## config.mk

```make
export PLATFORM = sky130hd
export DESIGN_NAME = deadline_ordered_task_queue
export DESIGN_NICKNAME = d
export VERILOG_FILES = /design/src/rtl/dotq_pkg.sv /design/src/rtl/dotq_status_mem.sv /design/src/rtl/deadline_ordered_task_queue.sv
export SDC_FILE = /design/constraint.sdc
export NUM_CORES = 2
export LEC_CHECK = 0
export BUFFER_PORTS_ARGS = -buffer_cell sky130_fd_sc_hd__buf_2
export CAP_MARGIN = 15
export CORE_MARGIN = 8
export CORE_UTILIZATION = 35
export DETAILED_ROUTE_END_ITERATION = 10
export SLEW_MARGIN = 25
export SYNTH_ARGS = -nofsm -noshare
export SYNTH_HDL_FRONTEND = slang
export SYNTH_HIERARCHICAL = 1
export SYNTH_SLANG_ARGS = --single-unit
export TNS_END_PERCENT = 1
```

## constraint.sdc

```tcl
create_clock -name clk -period 10.45 [get_ports clk]
set_clock_uncertainty 0.15 [all_clocks]
set_input_delay 1.045 -clock clk [delete_from_list [all_inputs] [get_ports clk]]
set_output_delay 1.045 -clock clk [all_outputs]
set_load 0.1 [all_outputs]
```

## src/rtl/dotq_pkg.sv

```systemverilog
package dotq_pkg;

  localparam int DEF_QUEUE_DEPTH  = 16;
  localparam int DEF_HANDLE_COUNT = 64;
  localparam int DEF_TIME_BITS    = 48;

  localparam int MODE_W   = 3;
  localparam int DELAY_W  = 32;
  localparam int HANDLE_W = 6;
  localparam int TAG_W    = 16;
  localparam int STAT_W   = 3;

  // request modes
  localparam logic [MODE_W-1:0] MODE_SUBMIT     = 3'd0;
  localparam logic [MODE_W-1:0] MODE_EXECUTE    = 3'd1;
  localparam logic [MODE_W-1:0] MODE_REVOKE     = 3'd2;
  localparam logic [MODE_W-1:0] MODE_REVOKE_ALL = 3'd3;
  localparam logic [MODE_W-1:0] MODE_COMPLETE   = 3'd4;

  // result status codes
  localparam logic [STAT_W-1:0] RES_OK          = 3'd0;
  localparam logic [STAT_W-1:0] RES_FULL        = 3'd1;
  localparam logic [STAT_W-1:0] RES_BUSY        = 3'd2;
  localparam logic [STAT_W-1:0] RES_WRONG_STATE = 3'd3;
  localparam logic [STAT_W-1:0] RES_NOT_READY   = 3'd4;

  // per-handle task states
  localparam logic [STAT_W-1:0] TS_IDLE       = 3'd0;
  localparam logic [STAT_W-1:0] TS_PENDING    = 3'd1;
  localparam logic [STAT_W-1:0] TS_PROCESSING = 3'd2;
  localparam logic [STAT_W-1:0] TS_REVOKED    = 3'd3;
  localparam logic [STAT_W-1:0] TS_DONE       = 3'd4;
  localparam logic [STAT_W-1:0] TS_DONE_ERR   = 3'd5;

endpackage

```

## src/rtl/dotq_status_mem.sv

```systemverilog
module dotq_status_mem #(
  parameter int HANDLE_COUNT = dotq_pkg::DEF_HANDLE_COUNT,
  parameter int AW           = $clog2(HANDLE_COUNT)
) (
  input  logic                        clk,
  input  logic                        rst,
  input  logic [AW-1:0]               raddr,
  output logic [dotq_pkg::STAT_W-1:0] rdata,
  input  logic                        wen,
  input  logic [AW-1:0]               waddr,
  input  logic [dotq_pkg::STAT_W-1:0] wdata
);

  logic [dotq_pkg::STAT_W-1:0] mem [HANDLE_COUNT];
  logic [HANDLE_COUNT-1:0]     written;
  logic [dotq_pkg::STAT_W-1:0] mem_q;
  logic                        written_q;

  always_ff @(posedge clk) begin
    if (wen) begin
      mem[waddr] <= wdata;
    end
    mem_q <= mem[raddr];
  end

  // entries never written read as idle
  always_ff @(posedge clk) begin
    if (rst) begin
      written   <= '0;
      written_q <= 1'b0;
    end else begin
      if (wen) begin
        written[waddr] <= 1'b1;
      end
      written_q <= written[raddr];
    end
  end

  assign rdata = written_q ? mem_q : dotq_pkg::TS_IDLE;

endmodule

```

## src/rtl/deadline_ordered_task_queue.sv

```systemverilog
// deadline ordered task queue: fire-time sorted queue plus per-handle status table
// sequence: the accepting edge, S_R1 (status read), S_R2 as well for execute (head status read), then S_DONE
// registers the result; revoke all walks the queued entries (read-modify-write of the status memory)
// one item at a time: no new item is taken while one is in flight;
// the next item is taken once the result is in the output reg, so a held output stalls input
// reset (rst, synchronous): queue empties, every handle reads idle, output register empties
module deadline_ordered_task_queue #(
  parameter int QUEUE_DEPTH  = dotq_pkg::DEF_QUEUE_DEPTH,
  parameter int HANDLE_COUNT = dotq_pkg::DEF_HANDLE_COUNT,
  parameter int TIME_BITS    = dotq_pkg::DEF_TIME_BITS,
  parameter int CW           = $clog2(QUEUE_DEPTH + 1)
) (
  input  logic                          clk,
  input  logic                          rst,
  input  logic                          in_valid,
  output logic                          in_stall,
  input  logic [dotq_pkg::MODE_W-1:0]   mode,
  input  logic [TIME_BITS-1:0]          now_time,
  input  logic [dotq_pkg::DELAY_W-1:0]  delay_ticks,
  input  logic [dotq_pkg::HANDLE_W-1:0] handle,
  input  logic [dotq_pkg::TAG_W-1:0]    task_tag,
  input  logic                          completed_ok,
  output logic                          out_valid,
  input  logic                          out_stall,
  output logic [dotq_pkg::STAT_W-1:0]   status,
  output logic                          fired,
  output logic [dotq_pkg::HANDLE_W-1:0] fired_handle,
  output logic [dotq_pkg::TAG_W-1:0]    fired_tag,
  output logic [dotq_pkg::STAT_W-1:0]   task_status,
  output logic                          revoke_done,
  output logic [CW-1:0]                 entries_queued,
  output logic                          head_due,
  output logic [TIME_BITS-1:0]          next_fire_time
);

  localparam int AW = $clog2(HANDLE_COUNT);
  localparam int IW = $clog2(QUEUE_DEPTH);
  localparam int HW = dotq_pkg::HANDLE_W;
  localparam int SW = dotq_pkg::STAT_W;

  // sequencer codes
  localparam logic [2:0] S_IDLE    = 3'd0;
  localparam logic [2:0] S_R1      = 3'd1;  // input handle status arrives
  localparam logic [2:0] S_R2      = 3'd2;  // head handle status arrives
  localparam logic [2:0] S_WALK_RD = 3'd3;  // revoke all: read status of one entry
  localparam logic [2:0] S_WALK_WR = 3'd4;  // revoke all: write it back
  localparam logic [2:0] S_DONE    = 3'd5;  // load output register

  logic [2:0] state;

  // latched item
  logic [dotq_pkg::MODE_W-1:0] m_mode;
  logic [TIME_BITS-1:0]        m_now;
  logic [dotq_pkg::DELAY_W-1:0] m_delay;
  logic [HW-1:0]               m_handle;
  logic [dotq_pkg::TAG_W-1:0]  m_tag;
  logic                        m_ok;
  logic [SW-1:0]               hstat;

  // queue cells, kept sorted by fire time
  logic [TIME_BITS-1:0]        q_time   [QUEUE_DEPTH];
  logic [HW-1:0]               q_handle [QUEUE_DEPTH];
  logic [dotq_pkg::TAG_W-1:0]  q_tag    [QUEUE_DEPTH];
  logic [CW-1:0]               count;
  logic [IW-1:0]               widx;

  // step result, held until the output register is free
  logic [SW-1:0]               r_status;
  logic                        r_fired;
  logic [HW-1:0]               r_fh;
  logic [dotq_pkg::TAG_W-1:0]  r_ftag;
  logic [SW-1:0]               r_tstat;
  logic                        r_revoked;

  // status memory port
  logic [AW-1:0] raddr, waddr;
  logic          wen;
  logic [SW-1:0] wdata, rdata;

  dotq_status_mem #(
    .HANDLE_COUNT(HANDLE_COUNT),
    .AW          (AW)
  ) u_status (
    .clk  (clk),
    .rst  (rst),
    .raddr(raddr),
    .rdata(rdata),
    .wen  (wen),
    .waddr(waddr),
    .wdata(wdata)
  );

  logic accept;
  assign in_stall = (state != S_IDLE);
  assign accept   = in_valid && !in_stall;

  // handle to memory address and range check
  logic [31:0]   in_h_ext, m_h_ext, head_h_ext, walk_h_ext;
  logic [AW-1:0] in_addr, m_addr, head_addr, walk_addr;
  logic          m_hvalid, head_hvalid;

  assign in_h_ext    = 32'(handle);
  assign m_h_ext     = 32'(m_handle);
  assign head_h_ext  = 32'(q_handle[0]);
  assign walk_h_ext  = 32'(q_handle[widx]);
  assign in_addr     = in_h_ext[AW-1:0];
  assign m_addr      = m_h_ext[AW-1:0];
  assign head_addr   = head_h_ext[AW-1:0];
  assign walk_addr   = walk_h_ext[AW-1:0];
  assign m_hvalid    = m_h_ext < 32'(HANDLE_COUNT);
  assign head_hvalid = head_h_ext < 32'(HANDLE_COUNT);

  // submit: fire time, busy search and insert position over all cells at once
  logic [TIME_BITS-1:0]   fire;
  logic [QUEUE_DEPTH-1:0] le;
  logic [QUEUE_DEPTH-1:0] hmatch;
  logic                   queued;
  logic                   head_ready;

  assign fire = m_now + TIME_BITS'(m_delay);

  always_comb begin
    for (int i = 0; i < QUEUE_DEPTH; i++) begin
      le[i]     = (CW'(i) < count) && (q_time[i] <= fire);
      hmatch[i] = (CW'(i) < count) && (q_handle[i] == m_handle);
    end
  end

  assign queued     = |hmatch;
  assign head_ready = (count != '0) && (m_now >= q_time[0]);

  // decisions of the first compute state
  logic do_insert;
  always_comb begin
    do_insert = 1'b0;
    if (state == S_R1 && m_mode == dotq_pkg::MODE_SUBMIT && m_hvalid &&
        rdata != dotq_pkg::TS_PENDING && rdata != dotq_pkg::TS_PROCESSING &&
        !queued && count < CW'(QUEUE_DEPTH)) begin
      do_insert = 1'b1;
    end
  end

  logic do_pop;
  assign do_pop = (state == S_R2);

  // outcome of the first compute state, taken as one set of values
  logic [SW-1:0] r1_status, r1_tstat;
  logic          r1_revoked;
  logic [2:0]    r1_state;
  always_comb begin
    r1_status  = dotq_pkg::RES_OK;
    r1_tstat   = m_hvalid ? rdata : dotq_pkg::TS_IDLE;
    r1_revoked = 1'b0;
    r1_state   = S_DONE;
    case (m_mode)
      dotq_pkg::MODE_SUBMIT: begin
        if (!m_hvalid) begin
          r1_status = dotq_pkg::RES_WRONG_STATE;
        end else if (rdata == dotq_pkg::TS_PENDING ||
                     rdata == dotq_pkg::TS_PROCESSING || queued) begin
          r1_status = dotq_pkg::RES_BUSY;
        end else if (!do_insert) begin
          r1_status = dotq_pkg::RES_FULL;
        end else begin
          r1_tstat = dotq_pkg::TS_PENDING;
        end
      end
      dotq_pkg::MODE_EXECUTE: begin
        if (head_ready) begin
          r1_state = S_R2;
        end else begin
          r1_status = dotq_pkg::RES_NOT_READY;
        end
      end
      dotq_pkg::MODE_REVOKE: begin
        if (m_hvalid && rdata == dotq_pkg::TS_PENDING) begin
          r1_revoked = 1'b1;
          r1_tstat   = dotq_pkg::TS_REVOKED;
        end else if (m_hvalid && rdata == dotq_pkg::TS_REVOKED) begin
          r1_revoked = 1'b1;
        end else begin
          r1_status = dotq_pkg::RES_WRONG_STATE;
        end
      end
      dotq_pkg::MODE_REVOKE_ALL: begin
        r1_revoked = 1'b1;
        // a pending handle always has a queued entry, so the walk revokes it
        if (m_hvalid && rdata == dotq_pkg::TS_PENDING) begin
          r1_tstat = dotq_pkg::TS_REVOKED;
        end
        if (count != '0) begin
          r1_state = S_WALK_RD;
        end
      end
      dotq_pkg::MODE_COMPLETE: begin
        if (m_hvalid && rdata == dotq_pkg::TS_PROCESSING) begin
          r1_tstat = m_ok ? dotq_pkg::TS_DONE : dotq_pkg::TS_DONE_ERR;
        end else begin
          r1_status = dotq_pkg::RES_WRONG_STATE;
        end
      end
      default: begin
        r1_status = dotq_pkg::RES_OK;
      end
    endcase
  end

  // memory read and write port control
  always_comb begin
    raddr = in_addr;
    wen   = 1'b0;
    waddr = m_addr;
    wdata = dotq_pkg::TS_IDLE;
    unique case (state)
      S_IDLE: begin
        raddr = in_addr;
      end
      S_R1: begin
        raddr = head_addr;
        case (m_mode)
          dotq_pkg::MODE_SUBMIT: begin
            wen   = do_insert;
            wdata = dotq_pkg::TS_PENDING;
          end
          dotq_pkg::MODE_REVOKE: begin
            wen   = m_hvalid && rdata == dotq_pkg::TS_PENDING;
            wdata = dotq_pkg::TS_REVOKED;
          end
          dotq_pkg::MODE_COMPLETE: begin
            wen   = m_hvalid && rdata == dotq_pkg::TS_PROCESSING;
            wdata = m_ok ? dotq_pkg::TS_DONE : dotq_pkg::TS_DONE_ERR;
          end
          default: begin
            wen = 1'b0;
          end
        endcase
      end
      S_R2: begin
        wen   = head_hvalid && rdata == dotq_pkg::TS_PENDING;
        waddr = head_addr;
        wdata = dotq_pkg::TS_PROCESSING;
      end
      S_WALK_RD: begin
        raddr = walk_addr;
      end
      S_WALK_WR: begin
        wen   = rdata == dotq_pkg::TS_PENDING;
        waddr = walk_addr;
        wdata = dotq_pkg::TS_REVOKED;
      end
      S_DONE: begin
        raddr = in_addr;
      end
      default: begin
        raddr = in_addr;
      end
    endcase
  end

  // queue cells: sorted insert, head pop
  always_ff @(posedge clk) begin
    if (do_insert) begin
      for (int i = 0; i < QUEUE_DEPTH; i++) begin
        if (!le[i]) begin
          if (i == 0 || le[(i == 0) ? 0 : i - 1]) begin
            q_time[i]   <= fire;
            q_handle[i] <= m_handle;
            q_tag[i]    <= m_tag;
          end else begin
            q_time[i]   <= q_time[(i == 0) ? 0 : i - 1];
            q_handle[i] <= q_handle[(i == 0) ? 0 : i - 1];
            q_tag[i]    <= q_tag[(i == 0) ? 0 : i - 1];
          end
        end
      end
    end else if (do_pop) begin
      for (int i = 0; i < QUEUE_DEPTH - 1; i++) begin
        q_time[i]   <= q_time[i + 1];
        q_handle[i] <= q_handle[i + 1];
        q_tag[i]    <= q_tag[i + 1];
      end
    end
  end

  // item latch
  always_ff @(posedge clk) begin
    if (accept) begin
      m_mode   <= mode;
      m_now    <= now_time;
      m_delay  <= delay_ticks;
      m_handle <= handle;
      m_tag    <= task_tag;
      m_ok     <= completed_ok;
    end
    if (state == S_R1) begin
      hstat <= m_hvalid ? rdata : dotq_pkg::TS_IDLE;
    end
  end

  // sequencer and step result
  always_ff @(posedge clk) begin
    if (rst) begin
      state     <= S_IDLE;
      count     <= '0;
      widx      <= '0;
      out_valid <= 1'b0;
    end else begin
      // the load in S_DONE covers the case of a drain and a reload in the same cycle
      if (out_valid && !out_stall && state != S_DONE) begin
        out_valid <= 1'b0;
      end
      unique case (state)
        S_IDLE: begin
          if (accept) begin
            state <= S_R1;
          end
        end
        S_R1: begin
          r_status  <= r1_status;
          r_fired   <= 1'b0;
          r_fh      <= '0;
          r_ftag    <= '0;
          r_revoked <= r1_revoked;
          r_tstat   <= r1_tstat;
          state     <= r1_state;
          widx      <= '0;
          if (do_insert) begin
            count <= count + CW'(1);
          end
        end
        S_R2: begin
          // pending head is dispatched, revoked head is dropped silently
          if (head_hvalid && rdata == dotq_pkg::TS_PENDING) begin
            r_fired <= 1'b1;
            r_fh    <= q_handle[0];
            r_ftag  <= q_tag[0];
            r_tstat <= dotq_pkg::TS_PROCESSING;
          end else begin
            r_tstat <= hstat;
          end
          count <= count - CW'(1);
          state <= S_DONE;
        end
        S_WALK_RD: begin
          state <= S_WALK_WR;
        end
        S_WALK_WR: begin
          if (CW'(widx) + CW'(1) >= count) begin
            count <= '0;
            state <= S_DONE;
          end else begin
            widx  <= widx + IW'(1);
            state <= S_WALK_RD;
          end
        end
        S_DONE: begin
          if (!out_valid || !out_stall) begin
            out_valid      <= 1'b1;
            status         <= r_status;
            fired          <= r_fired;
            fired_handle   <= r_fh;
            fired_tag      <= r_ftag;
            task_status    <= r_tstat;
            revoke_done    <= r_revoked;
            entries_queued <= count;
            head_due       <= head_ready;
            next_fire_time <= (count != '0) ? q_time[0] : '0;
            state          <= S_IDLE;
          end
        end
        default: begin
          state <= S_IDLE;
        end
      endcase
    end
  end

  // occupancy stays within the queue depth
  a_count_bound: assert property (@(posedge clk) disable iff (rst)
    count <= CW'(QUEUE_DEPTH))
    else $error("queue occupancy above depth");

  // the two head entries are in fire-time order
  a_sorted: assert property (@(posedge clk) disable iff (rst)
    count >= CW'(2) |-> q_time[0] <= q_time[1])
    else $error("queue head out of order");

  // a dispatch always reports ok and processing
  a_fired_ok: assert property (@(posedge clk) disable iff (rst)
    out_valid && fired |-> status == dotq_pkg::RES_OK &&
                           task_status == dotq_pkg::TS_PROCESSING)
    else $error("dispatch with bad status");

  // an accepted item starts with the status read
  a_accept_seq: assert property (@(posedge clk) disable iff (rst)
    in_valid && !in_stall |=> state == S_R1)
    else $error("accepted item not sequenced");

endmodule

```

==> results by stage <==
Synthesis:
- When the netlist entered floorplanning its net count stood at 9496.
- Synthesis inferred 1620 register bits.
- In the synthesized netlist, the number of instances is 8611.
- The unique cell type count in the Yosys netlist is 94.
- After synthesis, the mean cell area works out to 11.1 um^2.
- Sorting the synthesized cells by area gives the leading types as sky130_fd_sc_hd__edfxtp_1, sky130_fd_sc_hd__ha_1, sky130_fd_sc_hd__mux2i_1, sky130_fd_sc_hd__nand2_1, sky130_fd_sc_hd__o21ai_0.
- For this run, the leading register cell type out of synthesis is sky130_fd_sc_hd__edfxtp_1.
- The share of the yosys chip area belonging to registers is 0.498.
- The number of enable-type register cells in the synthesized netlist is 1535.
- The Yosys step of the flow raised 6 warnings.
- The cell type contributing the most total cell area after synthesis is sky130_fd_sc_hd__edfxtp_1.
- Of all flip-flops after synthesis, the portion carrying an async set or reset was 0.
- In this run the cell area of the synthesized design comes to 95900 um^2.
- The share of the synthesized area in the top cell type is 0.480.

Timing:
- The smallest hold slack is 0.153 ns.
- The highest attainable clock frequency is 0.108 GHz.
- The total setup violations reported at the end of the flow is 0.
- In this run the tightest slew margin relative to its limit is 0.239.
- The period utilization is 0.890.
- At the pin with the least slew margin, the transition time is 1.14 ns.
- Setup repair after global routing left no endpoint under its margin.
- The total count of hold-check failures in the final report is 0.
- The count of final max-slew check failures is 0.
- The shortest period the worst path allows is 9.30 ns.

Final layout:
- In the final layout, the multi-input gates occupy 45600 um^2.
- The share of layout cells above drive strength 1 is 0.111.
- In the final layout, flip-flops and latches occupy 47800 um^2.
- The final layout contains 9548 nets.
- The library cell used most frequently in the layout, excluding fill and tap cells, is sky130_fd_sc_hd__edfxtp_1.
- After filler insertion, the fill cell instance count of the layout stands at 26104.
- The area growth from synthesis to final layout is 12.2%.
- The final non-filler cell total is 12416.
- In the layout the commonest cells are sky130_fd_sc_hd__edfxtp_1, sky130_fd_sc_hd__nand2_1, sky130_fd_sc_hd__mux2i_1.

Worst setup path:
- The data arrival time of the critical path is 9.68 ns.
- The largest stage delay on the critical path is 0.75 ns.
- The master of the slowest instance on the critical path is sky130_fd_sc_hd__a41oi_1.
- STA classifies the critical path endpoint as a flip-flop.
- The worst setup path is of the reg2reg kind.
- The critical path launch point type is a flip-flop.
- For the worst setup path, the data required time is 10.83 ns.
- Of all nets on the critical path, the largest fanout is 32.

Drt:
- In this run the remaining antenna-violating nets after routing total 0.
- The wire length after detailed routing is 319000 um.
- Dividing the detail-routed wire length by the instance count gives 25.7 um.
- The vias per cell is 5.76.
- The via count of the routed design is 71532.
- After the first detailed-routing iteration, the DRC count stood at 6979.
- Before antenna repair, the detailed router went through 6 iterations.
- For this run, design rule violations remaining after detail routing come to 0.

Clocking:
- In this run, CTS created clock tree buffers numbering 191.
- Once the clock tree was built, the setup fixing pass inserted 0 buffers.
- The count of cells resized by post-cts repair is 0.
- The TritonCTS clock tree is yes.
- No sink is reached through more buffers than the 4 on the longest clock path.
- The library cell used as clock root buffer is sky130_fd_sc_hd__clkbuf_16.
- The clock network latency to the later pin of the worst-skew pair is 0.92 ns.
- The clock tree synthesis step divided the H-tree into 4 levels.
- The quantity of hold-fixing buffers added after cts is 0.
- The tree built by TritonCTS fans out to 1620 sinks.
- Clock-pin slew was measured on the worst setup and hold paths at 0.06 ns.

Die:
- For this configuration, the core starts out at a cell density of 0.351.
- The horizontal extent of the die is 540 um.
- From bottom edge to top edge, the die measures 540 um.
- The area of the core region is 273000 um^2.
- The row count is 192.
- The number of top-level pins is 196.
- The full die area is 291000 um^2.

Placed design:
- The number of cells in the design after placement is 12059.
- In this run the tool buffered the top-level ports with 195 buffer cells.
- The routability congestion estimate is 0.927.
- After legalization and detailed placement, the total HPWL measured 222000 um.

Global route:
- The total overflow left after global routing is 0.
- The first global-routing pass estimated 473000 um of wire.
- The largest net degree at the start of global routing is 216.
- The combined global-route utilization of all metal layers is 0.209.
- The initial antenna violation count came to 14.
- The via count of the first global-routing pass came to 72043.

Power and ir drop:
- The power after layout is 20.3 mW.
- The largest voltage drop on the vdd net is 0.000177 V.
- In this run the power density over the cells is 188 nW/um^2.
- The leakage dissipation is 41.7 nW.

Job:
- Max-cap violations in this run came to 0.

Outcome:
- The run finished with clean final reports.

Worst hold path:
- The class of the worst hold path is in2reg.
## metrics by stage
step                TNS (ns)  instance area (um^2)  setup WS, ns   util
global route               0                108000         0.852  0.394
global placement     -138.78                101000        -0.877  0.370
floorplan                  0                 95900         0.326      -
detailed placement         0                101000          1.24  0.370
CTS                        0                108000          1.19  0.394
finish                     0                108000          1.15  0.394
## routing by layer
layer,vias up,GRT usage,share of wire
li1,32278,-,-
met1,35879,0.276,0.42
met2,2729,0.340,0.46
met3,642,0.0313,0.068
met4,4,0.0958,0.053
met5,-,0,0.000078
## kinds of logic (layout without fill, tap and decap cells)
group / after synthesis / after routing / synth area share
adder cells (fa/ha/maj): 783 / 783 / 0.102
AO/OA/AOI/OAI: 1851 / 1851 / 0.113
AND/OR/NAND/NOR: 2425 / 2425 / 0.112
multiplexers: 1085 / 1085 / 0.128
buffers and inverters: 676 / 881 / 0.0308
XOR/XNOR: 171 / 171 / 0.0163
flip-flops: 1620 / 1620 / 0.498
other: 0 / 11 / 0
## cells in the mapped netlist, types with 35 or more instances
cell,instances
sky130_fd_sc_hd__a211o_1,55
sky130_fd_sc_hd__a21o_1,239
sky130_fd_sc_hd__a21oi_1,368
sky130_fd_sc_hd__and2_1,35
sky130_fd_sc_hd__and3_1,60
sky130_fd_sc_hd__buf_2,107
sky130_fd_sc_hd__clkbuf_1,339
sky130_fd_sc_hd__dfxtp_1,85
sky130_fd_sc_hd__edfxtp_1,1535
sky130_fd_sc_hd__ha_1,774
sky130_fd_sc_hd__inv_1,152
sky130_fd_sc_hd__mux2_2,130
sky130_fd_sc_hd__mux2i_1,860
sky130_fd_sc_hd__mux4_2,84
sky130_fd_sc_hd__nand2_1,1177
sky130_fd_sc_hd__nand2b_1,40
sky130_fd_sc_hd__nand3_1,81
sky130_fd_sc_hd__nand4_1,174
sky130_fd_sc_hd__nor2_1,580
sky130_fd_sc_hd__nor2b_1,71
sky130_fd_sc_hd__nor3_1,65
sky130_fd_sc_hd__nor4_1,37
sky130_fd_sc_hd__o21a_1,52
sky130_fd_sc_hd__o21ai_0,813
sky130_fd_sc_hd__o21ai_1,106
sky130_fd_sc_hd__xnor2_1,118
sky130_fd_sc_hd__xor2_1,48
## path summary, 6_finish.rpt
path / from / slack, ns / depth (start not counted) / endpoint
setup / recovery: m_now[4] / 1.15 / 25 / q_time[0][175]
hold / removal: mode[2] / 0.15 / 1 / m_mode[2]
setup reg to reg: m_now[4] / 1.15 / 25 / q_time[0][175]
hold reg to reg: r_ftag[5] / 0.27 / 0 / fired_tag[5]
## critical path, delay by kind of cell, from the launching register on
family	cells	cell delay, ns
muxes	1	0.22
and+or+nand+nor	7	2.24
AOI/OAI and AO/OA	11	3.84
adders and majority gates	2	0.83
xor gates and xnor gates	1	0.18
DFF	1	0.40
buffers and inverters	3	1.00
## power by group
| part | total, mW | internal, mW | switching, mW |
|---|---|---|---|
| Clock | 6.97 | 4.07 | 2.89 |
| Combinational | 5.36 | 1.94 | 3.42 |
| Sequential | 7.95 | 7.68 | 0.269 |
## final cells by class
type | count | share of cell area
clock inverter | 117 | 0.0116
clock buffer | 229 | 0.0477
sequential | 1620 | 0.444
multi-input combinational | 6315 | 0.424
tap | 3589 | 0.0417
inverter | 158 | 0.00563
timing repair buffer | 377 | 0.0247
antenna | 11 | 0.000256
## state kept, by name, summed over array words and instances, names as in the netlist, 4 cells and up, named ones only
signal / flops
entries_queued: 5
fired_tag: 16
u_status/mem: 192
u_status/written: 64
widx: 4
next_fire_time: 48
m_tag: 16
count: 5
r_fh: 6
m_delay: 32
q_time: 768
r_ftag: 16
q_tag: 256
fired_handle: 6
q_handle: 96
m_addr: 6
m_now: 48
Note: power is estimated with default switching activity, not from simulation.
